File: config.mk
export PLATFORM = sky130hd
export DESIGN_NAME = soa_ctrl
export DESIGN_NICKNAME = d
export VERILOG_FILES = /design/src/rtl/soa_pkg.sv /design/src/rtl/soa_ctrl.sv
export SDC_FILE = /design/constraint.sdc
export NUM_CORES = 1
export LEC_CHECK = 0
export BUFFER_PORTS_ARGS = -buffer_cell sky130_fd_sc_hd__buf_2
export CORE_MARGIN = 8
export CORE_UTILIZATION = 43
export CTS_BUF_LIST = sky130_fd_sc_hd__clkbuf_8
export CTS_CLUSTER_DIAMETER = 120
export CTS_CLUSTER_SIZE = 28
export DETAILED_ROUTE_END_ITERATION = 10
export GPL_TIMING_DRIVEN = 0
export PLACE_DENSITY = 0.88
export SLEW_MARGIN = 25
export SYNTH_ARGS = -nofsm -noshare
export SYNTH_HDL_FRONTEND = slang
export SYNTH_SLANG_ARGS = --single-unit
export TNS_END_PERCENT = 50
File: constraint.sdc
create_clock -name clock -period 3.1 [get_ports clock]
set_input_delay 0.31 -clock clock [delete_from_list [all_inputs] [get_ports clock]]
set_output_delay 0.31 -clock clock [all_outputs]
set_load 0.02 [all_outputs]
File: src/rtl/soa_pkg.sv
// ----------------------------------------------------------------------------
// soa_pkg: shared types and constants of the strength ownership arbiter
// Operation codes, sizes and the command/status structs between the
// controller and the datapath.
// ----------------------------------------------------------------------------
`default_nettype none
package soa_pkg;
   localparam int NUM_INSTANCES  = 16;
   localparam int MAX_CANDIDATES = 8;
   localparam int WRITER_ID_BITS = 8;
   localparam int SLOT_BITS      = $clog2(NUM_INSTANCES);
   localparam int CAND_BITS      = $clog2(MAX_CANDIDATES);
   localparam int CNT_BITS       = $clog2(MAX_CANDIDATES + 1);
   localparam int WK_DEPTH       = MAX_CANDIDATES + 2;
   localparam int WK_BITS        = $clog2(WK_DEPTH + 1);
   localparam int MEM_DEPTH      = NUM_INSTANCES * MAX_CANDIDATES;
   localparam int MEM_ABITS      = $clog2(MEM_DEPTH);
   localparam int ENTRY_BITS     = WRITER_ID_BITS + 32;

   localparam logic [WRITER_ID_BITS-1:0] NO_WRITER = '0;

   localparam logic [2:0] OP_SAMPLE     = 3'd0;
   localparam logic [2:0] OP_UNREGISTER = 3'd1;
   localparam logic [2:0] OP_REMOVE_ALL = 3'd2;
   localparam logic [2:0] OP_OWNER_LOST = 3'd3;
   localparam logic [2:0] OP_DISPOSE    = 3'd4;
   localparam logic [2:0] OP_QUERY      = 3'd5;

   typedef struct packed {
      logic [2:0]                op;
      logic [SLOT_BITS-1:0]      inst;
      logic [WRITER_ID_BITS-1:0] writer;
      logic signed [31:0]        strength;
   } req_type;

   typedef struct packed {
      logic [SLOT_BITS-1:0]      slot;
      logic [WRITER_ID_BITS-1:0] owner_id;
      logic                      owner_valid;
      logic                      owner_changed;
      logic                      owner_match;
      logic                      dropped;
      logic                      last;
   } rsp_type;

   // controller -> datapath
   typedef struct packed {
      logic                 take_req;   // latch request
      logic                 set_slot;   // current slot := scan slot
      logic [SLOT_BITS-1:0] scan_slot;
      logic                 load_start; // begin read of list
      logic                 load_step;  // capture one read entry
      logic                 process;    // apply operation to work list
      logic                 sort_step;  // one insertion pass step
      logic                 finish;     // promote / commit slot state
      logic                 store_step; // write one entry back
      logic                 emit;       // build result
      logic                 emit_last;
   } cmd_type;

   // datapath -> controller
   typedef struct packed {
      logic load_done;
      logic sort_done;
      logic store_done;
      logic slot_used;
      logic more_used;   // a used slot lies above the current one
      logic need_list;
   } sts_type;
endpackage
`default_nettype wire

File: src/rtl/soa_ctrl.sv
// ----------------------------------------------------------------------------
// soa_ctrl: operation sequencer
// Walks each list operation through load, edit, sort, store and result phases
// (others skip to the result), and loops over used slots for remove-everywhere.
// ----------------------------------------------------------------------------
`default_nettype none
module soa_ctrl (
   input  wire               clock,
   input  wire               reset,
   input  wire               req_tvalid,
   output logic              req_tready,
   input  wire  soa_pkg::req_type req_in,
   output logic              rsp_tvalid,
   input  wire               rsp_tready,
   input  wire  soa_pkg::sts_type sts,
   output soa_pkg::cmd_type  cmd
);
   import soa_pkg::*;

   localparam logic [3:0] S_IDLE  = 4'd0;
   localparam logic [3:0] S_CHECK = 4'd1;
   localparam logic [3:0] S_LOAD  = 4'd2;
   localparam logic [3:0] S_PROC  = 4'd3;
   localparam logic [3:0] S_SORT  = 4'd4;
   localparam logic [3:0] S_FIN   = 4'd5;
   localparam logic [3:0] S_STORE = 4'd6;
   localparam logic [3:0] S_EMIT  = 4'd7;
   localparam logic [3:0] S_WAIT  = 4'd8;
   localparam logic [3:0] S_SCAN  = 4'd9;

   logic [3:0]             state_ff, state_in;
   logic [SLOT_BITS:0]     scan_ff, scan_in;
   logic                   all_ff, all_in;
   logic                   vld_ff, vld_in;

   assign req_tready = (state_ff == S_IDLE);
   assign rsp_tvalid = vld_ff;

   always_comb begin
      state_in = state_ff;
      scan_in  = scan_ff;
      all_in   = all_ff;
      vld_in   = vld_ff && !rsp_tready;
      cmd      = '0;
      cmd.scan_slot = scan_ff[SLOT_BITS-1:0];
      unique case (state_ff)
         S_IDLE: begin
            if (req_tvalid && req_tready) begin
               cmd.take_req = 1'b1;
               all_in = req_in.op == OP_REMOVE_ALL;
               scan_in = '0;
               state_in = (req_in.op == OP_REMOVE_ALL) ? S_SCAN : S_CHECK;
            end
         end
         S_SCAN: begin
            if (scan_ff == (SLOT_BITS+1)'(NUM_INSTANCES)) begin
               state_in = S_IDLE;
            end else begin
               cmd.set_slot = 1'b1;
               state_in = S_CHECK;
            end
         end
         S_CHECK: begin
            cmd.load_start = 1'b1;
            if (all_ff && !sts.slot_used) begin
               scan_in = scan_ff + 1'b1;
               state_in = S_SCAN;
            end else begin
               state_in = sts.need_list ? S_LOAD : S_EMIT;
            end
         end
         S_LOAD: begin
            cmd.load_step = 1'b1;
            if (sts.load_done) state_in = S_PROC;
         end
         S_PROC: begin
            cmd.process = 1'b1;
            state_in = S_SORT;
         end
         S_SORT: begin
            cmd.sort_step = 1'b1;
            if (sts.sort_done) state_in = S_FIN;
         end
         S_FIN: begin
            cmd.finish = 1'b1;
            state_in = S_STORE;
         end
         S_STORE: begin
            cmd.store_step = 1'b1;
            if (sts.store_done) state_in = S_EMIT;
         end
         S_EMIT: begin
            if (!vld_ff || rsp_tready) begin
               cmd.emit = 1'b1;
               cmd.emit_last = !all_ff || !sts.more_used;
               vld_in = 1'b1;
               if (all_ff && sts.more_used) begin
                  scan_in = scan_ff + 1'b1;
                  state_in = S_WAIT;
               end else begin
                  state_in = S_IDLE;
               end
            end
         end
         S_WAIT: begin
            // advance to the next slot of the scan
            state_in = S_SCAN;
         end
         default: state_in = S_IDLE;
      endcase
   end

   always_ff @(posedge clock) begin
      if (reset) begin
         state_ff <= S_IDLE;
         scan_ff  <= '0;
         all_ff   <= 1'b0;
         vld_ff   <= 1'b0;
      end else begin
         state_ff <= state_in;
         scan_ff  <= scan_in;
         all_ff   <= all_in;
         vld_ff   <= vld_in;
      end
   end

`ifndef SYNTH
   a_no_accept_busy: assert property (@(posedge clock) disable iff (reset)
      state_ff != S_IDLE |-> !req_tready) else $error("accept while busy");
   a_emit_free: assert property (@(posedge clock) disable iff (reset)
      cmd.emit |-> (!vld_ff || rsp_tready)) else $error("result overwritten");
   a_scan_range: assert property (@(posedge clock) disable iff (reset)
      scan_ff <= (SLOT_BITS+1)'(NUM_INSTANCES)) else $error("scan overrun");
`endif
endmodule
`default_nettype wire

==> results of run 1 <==
registers in the layout (all words and copies together), names as in the netlist:
name / cells
rsp_tvalid: 1
scan_ff: 5
state_ff: 4
all_ff: 1
stage by stage:
| step | setup WS (ps) | utilization | std cells | total power, uW |
|---|---|---|---|---|
| 2_1_floorplan | 1313 | - | 110 | 573.2 |
| 3_3_place_gp | 1547 | 0.5427 | 165 | 684.0 |
| 3_5_place_dp | 1460 | 0.5427 | 165 | 695.7 |
| 4_1_cts | 1210 | 0.5657 | 169 | 842.3 |
| 5_1_grt | 1177 | 0.5657 | 169 | 896.9 |
| 6_report | 1183 | 0.5657 | 169 | 845.3 |
final cells by class:
cell class              count  area [um2]  area share
multi-input cells          84       583.1      0.5254
flip-flops and latches     11       220.2      0.1984
repair buffers             28       140.1      0.1263
plain buffers              10       68.82     0.06201
clock buffers               3       41.29     0.03720
well taps                  27       33.78     0.03044
inverters                   5       18.77     0.01691
clock inverters             1       3.754    0.003382
how the worst min path moves through the flow:
| stage | from | endpoint | slack (ps) | depth (start not counted) |
|---|---|---|---|---|
| global route | rsp_tready | rsp_tvalid$_SDFF_PP0_ | 410 | 4 |
| detailed placement | scan_ff[4]$_SDFFE_PP0P_ | scan_ff[4]$_SDFFE_PP0P_ | 510 | 2 |
| finish | rsp_tready | rsp_tvalid$_SDFF_PP0_ | 390 | 4 |
| floorplan | scan_ff[4]$_SDFFE_PP0P_ | scan_ff[4]$_SDFFE_PP0P_ | 460 | 2 |
| CTS | rsp_tready | rsp_tvalid$_SDFF_PP0_ | 390 | 4 |
| global placement | scan_ff[4]$_SDFFE_PP0P_ | scan_ff[4]$_SDFFE_PP0P_ | 470 | 2 |
power by group through the flow:
stage               clock network (uW)  registers (uW)  logic (uW)
floorplan                            0             190         384
global placement                     0             193         491
detailed placement                   0             195         501
CTS                                145             192         505
global route                       151             196         550
finish                             142             192         511
synthesized netlist by cell type (all sizes together) (3+ instances only):
cell type   n
o31ai       4
dfxtp      11
nand2b      6
nand2       4
nor2       11
mux2i       3
inv         5
a21oi       6
nor3        5
nand4b      3
o21ai       5
nor3b       4
nand3       6
nor2b       3
buf         8
routing by layer:
metal  wire, um  share of wire  up-vias
met1       1013           0.41      417
met4         39          0.016        0
met3        177          0.071        6
met5          0              0        -
met2       1263           0.51       53
li1           -              -      468
worst max-delay path, delay by kind of cell (launching register included):
family                     cells  cell delay [ps]
and+or+nand+nor                2              600
DFF                            1              340
adders and majority gates      1              150
buffers and inverters          2              280
cell families (layout without fill, tap and decap cells):
family          count (synthesis)  after routing  share of synthesized area
buf+inv                        15             47                    0.09830
simple gates                   51             51                     0.3483
mux                             4              4                    0.04635
compound gates                 26             26                     0.2219
flops                          11             11                     0.2472
xor+xnor                        1              1                   0.009833
fa+ha+maj                       2              2                    0.02809
==> run_results.csv, run 1 <==
group,metric,value,unit
status,status,"finished clean",
worst_setup_path,crit_path_end_kind,"primary output",
sta,skew,0.4295,ps
hold_path,hold_path_class,"in -> reg",
clock_tree,cts_tree,"yes",
grt,use_met3,0.03549,
place,portBuffers,28,
route,drc,0,
worst_setup_path,crit_type,"reg -> out",
finish,final_cell_mix,"29 x buf_2, 11 x nor2_1, 11 x dfxtp_1",
clock_tree,cts_resized,0,
sta,finalCritPeriodShare,0.6182,
grt,grt_pass1_wl,4036,um
clock_tree,cts_made_buffers,3,
power,sw_frac_of_total,0.4806,
worst_setup_path,regToRegSetupSlack,1460,ps
worst_setup_path,path_cells,"inv_1 -> ha_1 -> nor4bb_1 -> nor3b_1 -> buf_2",
grt,grt.met2_usage,0.2378,
die,rows,16,
logic_synthesis,ys.flop_type,"dfxtp_1",
sta,worstMarginPinSlew,526.5,ps
power,clock_power_share,0.169,
power,power_leakage,0.0005039,uW
job,drv_cap,0,
logic_synthesis,ys_seq_area_frac,0.2472,
logic_synthesis,synth_top_cell_area_share,0.2472,
clock_tree,hold_buffers,0,
logic_synthesis,syn-cell-area,890.9,um2
die,die-area,3784,um2
logic_synthesis,synth_edf_count,0,
place,postPlaceCellArea,1065,um2
worst_setup_path,reg2reg_depth,5,
logic_synthesis,syn_inst,110,
die,die_w,61.52,um
logic_synthesis,syn_nets,169,
finish,layout_commonest_cell,"buf_2",
die,core,1962,um2
worst_setup_path,worst_path_max_delay_cell,"nor4bb_1",
grt,grt_overflow,0,
route,viasPerCell,5.586,
clock_tree,clk_latency,240,ps
grt,grt_pass1_vias,933,
sta,maxSlewHeadroom,0.6442,
die,die_h,61.52,um
place,place_hpwl,1899,um
sta,fin_crit,1917,ps
logic_synthesis,synthArstFlopShare,0,
route,final_antenna_net_count,0,
power,cellPowerDensity,761.7,nW/um2
finish,layout-drive-gt1-share,0.3169,
clock_tree,clkSinkCount,11,
grt,grt_most_used_layer,"met2",
route,vias,944,
route,first_pass_iters,4,
finish,syn_to_final_growth,24.58,%
logic_synthesis,synth_top_cell_by_area,"dfxtp_1",
sta,setup_tns,0,ps
worst_setup_path,startpoint,"scan_ff[0]$_SDFFE_PP0P_",
logic_synthesis,ys_types,40,
route,routed_wl,2493,um
die,io_pins,73,
finish,fillCellCount,189,
worst_setup_path,r2r_end,"scan_ff[4]$_SDFFE_PP0P_",
grt,global_route.usage.total,0.1395,
grt,grt_max_degree,11,
power,p_sw,406.2,uW
worst_setup_path,cp-endpoint,"cmd[12]",
route,drt_first_iter_violations,58,
route,routedWlPerCell,14.75,um
power,irDropWorstVdd,0.3015,mV
sta,maxSlewViolCount,0,
logic_synthesis,synth_area_per_cell,8.099,um2
logic_synthesis,yosys_warnings,0,
worst_setup_path,worst_ep_arrival_time,1610,ps
power,p_int,439.1,uW
sta,setup_viol_count_final,0,
grt,met1_usage,0.1564,
finish,layout.nets,202,
clock_tree,clock_path_buffers,2,
clock_tree,cts_root_buffer,"clkbuf_8",
die,initial_core_util,0.4541,
clock_tree,clk_pin_slew_worst_paths,50,ps
grt,antenna_found_initial,0,
logic_synthesis,synth-seq-cells,11,
worst_setup_path,timing.rr.start,"state_ff[3]$_SDFFE_PP0P_",
sta,rsz0062_at_grt,"false",
logic_synthesis,synth.area.top_cells,"dfxtp_1 25%, buf_4 5.1%, nor2_1 4.6%, nand2b_1 4.2%, a21oi_1 3.4%",
place,gp_congestion,0.8485,
clock_tree,htree_levels,1,
sta,finalHoldViolCount,0,
worst_setup_path,cp_slowest_stage_delay,500,ps
sta,timing.hold.ws,392.3,ps
worst_setup_path,crit_path_max_fanout,5,
power,seq_power_share,0.227,
clock_tree,post_cts_buffers,0,
worst_setup_path,startpoint_type,"flip-flop",
finish,antennaDiodeCount,0,
finish,stdcell_area,1110,um2
worst_setup_path,critPathRequiredTime,2790,ps
sta,fmax,0.5218,GHz
power,combPwrFrac,0.604,
(Power assumes the default switching activity.)
==> run 2, diff against run 1 <==
--- a/config.mk
+++ b/config.mk
@@ -7,13 +7,13 @@
 export LEC_CHECK = 0
 export BUFFER_PORTS_ARGS = -buffer_cell sky130_fd_sc_hd__buf_2
 export CORE_MARGIN = 8
-export CORE_UTILIZATION = 43
+export CORE_UTILIZATION = 40
 export CTS_BUF_LIST = sky130_fd_sc_hd__clkbuf_8
 export CTS_CLUSTER_DIAMETER = 120
 export CTS_CLUSTER_SIZE = 28
 export DETAILED_ROUTE_END_ITERATION = 10
 export GPL_TIMING_DRIVEN = 0
-export PLACE_DENSITY = 0.88
+export PLACE_DENSITY = 0.82
 export SLEW_MARGIN = 25
 export SYNTH_ARGS = -nofsm -noshare
 export SYNTH_HDL_FRONTEND = slang
==> constraint.sdc (replaced) <==
create_clock -name clock -period 1.82 [get_ports clock]
set_input_delay 0.182 -clock clock [delete_from_list [all_inputs] [get_ports clock]]
set_output_delay 0.182 -clock clock [all_outputs]
set_load 0.02 [all_outputs]
==> run_results.csv, run 2 (same netlist as run 1, synthesis figures left out) <==
group,metric,value,unit
status,status,"finished clean",
route,first_pass_iters,4,
sta,setup_viol_count_final,0,
route,vias,951,
finish,reg_top3,"scan_ff x5, state_ff x4",
finish,fillCellCount,205,
sta,skew,5.706,ps
sta,maxSlewHeadroom,0.6285,
clock_tree,hold_buffers,0,
place,post-place-ws,184.8,ps
clock_tree,clk_latency,240,ps
worst_setup_path,worst_path_max_delay_cell,"dfxtp_1",
power,irDropWorstVdd,0.6777,mV
clock_tree,post_cts_buffers,0,
die,die-area,3993,um2
die,initial_core_util,0.4147,
power,power_leakage,0.0005039,uW
clock_tree,clk_pin_slew_worst_paths,50,ps
die,io_pins,73,
clock_tree,clkSinkCount,11,
clock_tree,htree_levels,1,
sta,worstMarginPinSlew,555.3,ps
die,core,2148,um2
hold_path,hold_path_class,"in -> reg",
sta,rsz0062_at_grt,"false",
place,portBuffers,28,
worst_setup_path,regToRegSetupSlack,160,ps
sta,finalHoldViolCount,0,
route,viasPerCell,5.594,
sta,fin_crit,1714,ps
grt,grt_overflow,0,
place,place_hpwl,1889,um
sta,setup_tns,0,ps
finish,final_cell_mix,"29 x buf_2, 11 x nor2_1, 11 x dfxtp_1",
route,final_antenna_net_count,0,
route,routedWlPerCell,14.81,um
worst_setup_path,path_cells,"buf_4 -> nor2_1 -> nand2_1 -> nor3b_1 -> buf_2",
job,drv_cap,0,
worst_setup_path,crit_type,"reg -> out",
worst_setup_path,crit_path_max_fanout,10,
finish,regMostFlops,"scan_ff",
grt,global_route.usage.total,0.1301,
grt,grt_pass1_vias,988,
worst_setup_path,startpoint_type,"flip-flop",
sta,maxSlewViolCount,0,
die,rows,17,
place,gp_congestion,0.8786,
worst_setup_path,cp_slowest_stage_delay,360,ps
finish,layout-drive-gt1-share,0.3169,
finish,antennaDiodeCount,0,
clock_tree,cts_made_buffers,3,
sta,fin_ws,106.2,ps
clock_tree,clock_path_buffers,2,
route,routed_wl,2518,um
grt,grt_pass1_wl,4381,um
grt,antenna_found_initial,0,
grt,grt_max_degree,11,
worst_setup_path,critPathRequiredTime,1640,ps
power,cellPowerDensity,1299,nW/um2
route,drt_first_iter_violations,27,
die,die_w,63.19,um
sta,fmax,0.5835,GHz
finish,layout.nets,202,
worst_setup_path,worst_ep_arrival_time,1530,ps
finish,layout_commonest_cell,"buf_2",
clock_tree,cts_tree,"yes",
route,drc,0,
finish,syn_to_final_growth,24.72,%
clock_tree,cts_root_buffer,"clkbuf_8",
die,die_h,63.19,um
clock_tree,cts_resized,0,
sta,finalCritPeriodShare,0.9416,
finish,largest_register_ffs,5,
worst_setup_path,crit_path_end_kind,"primary output",
-- run 2: power breakdown --
group          switching [uW]  total, uW  internal, uW
registers                50.2        329           279
logic                     548        869           321
clock network            97.4        246           149
-- run 2: metal layers --
metal / share of wire / vias up / GRT usage
met2: 0.54 / 32 / 0.2356
met1: 0.39 / 450 / 0.1355
met4: 0.023 / 0 / 0.07521
met3: 0.048 / 7 / 0.02650
met5: 0 / - / 0
li1: - / 462 / -
-- run 2: critical path: cells and delay by family, from the launching register on --
kind | cells | cell delay (ps)
AND/OR/NAND/NOR | 3 | 530
buffers and inverters | 2 | 400
flip-flops | 1 | 360
-- run 2: stage by stage --
step	hold slack, ps	instances	area [um2]	utilization	power, uW
2_1_floorplan	352.0	110	890.9	-	976.3
3_3_place_gp	470.4	166	1066	0.4962	1160
3_5_place_dp	509.1	166	1066	0.4962	1181
4_1_cts	257.7	170	1111	0.5172	1439
5_1_grt	290.4	170	1111	0.5172	1534
6_report	251.5	170	1111	0.5172	1444
-- run 2: path summary, 6_finish.rpt --
check | cells past startpoint | endpoint | startpoint
hold reg to reg | 2 | scan_ff[4]$_SDFFE_PP0P_ | scan_ff[4]$_SDFFE_PP0P_
setup reg to reg | 5 | scan_ff[4]$_SDFFE_PP0P_ | state_ff[3]$_SDFFE_PP0P_
setup / recovery | 5 | cmd[12] | state_ff[2]$_SDFFE_PP0P_
hold / removal | 3 | scan_ff[1]$_SDFFE_PP0P_ | reset
-- run 2: area by class of cell --
| type | instances | area, um2 | area share |
|---|---|---|---|
| inverters | 5 | 18.77 | 0.01689 |
| multi-input cells | 84 | 583.1 | 0.5248 |
| clock inverters | 1 | 3.754 | 0.003378 |
| clock buffers | 3 | 41.29 | 0.03716 |
| well taps | 28 | 35.03 | 0.03153 |
| repair buffers | 28 | 140.1 | 0.1261 |
| flip-flops and latches | 11 | 220.2 | 0.1982 |
| plain buffers | 10 | 68.82 | 0.06194 |
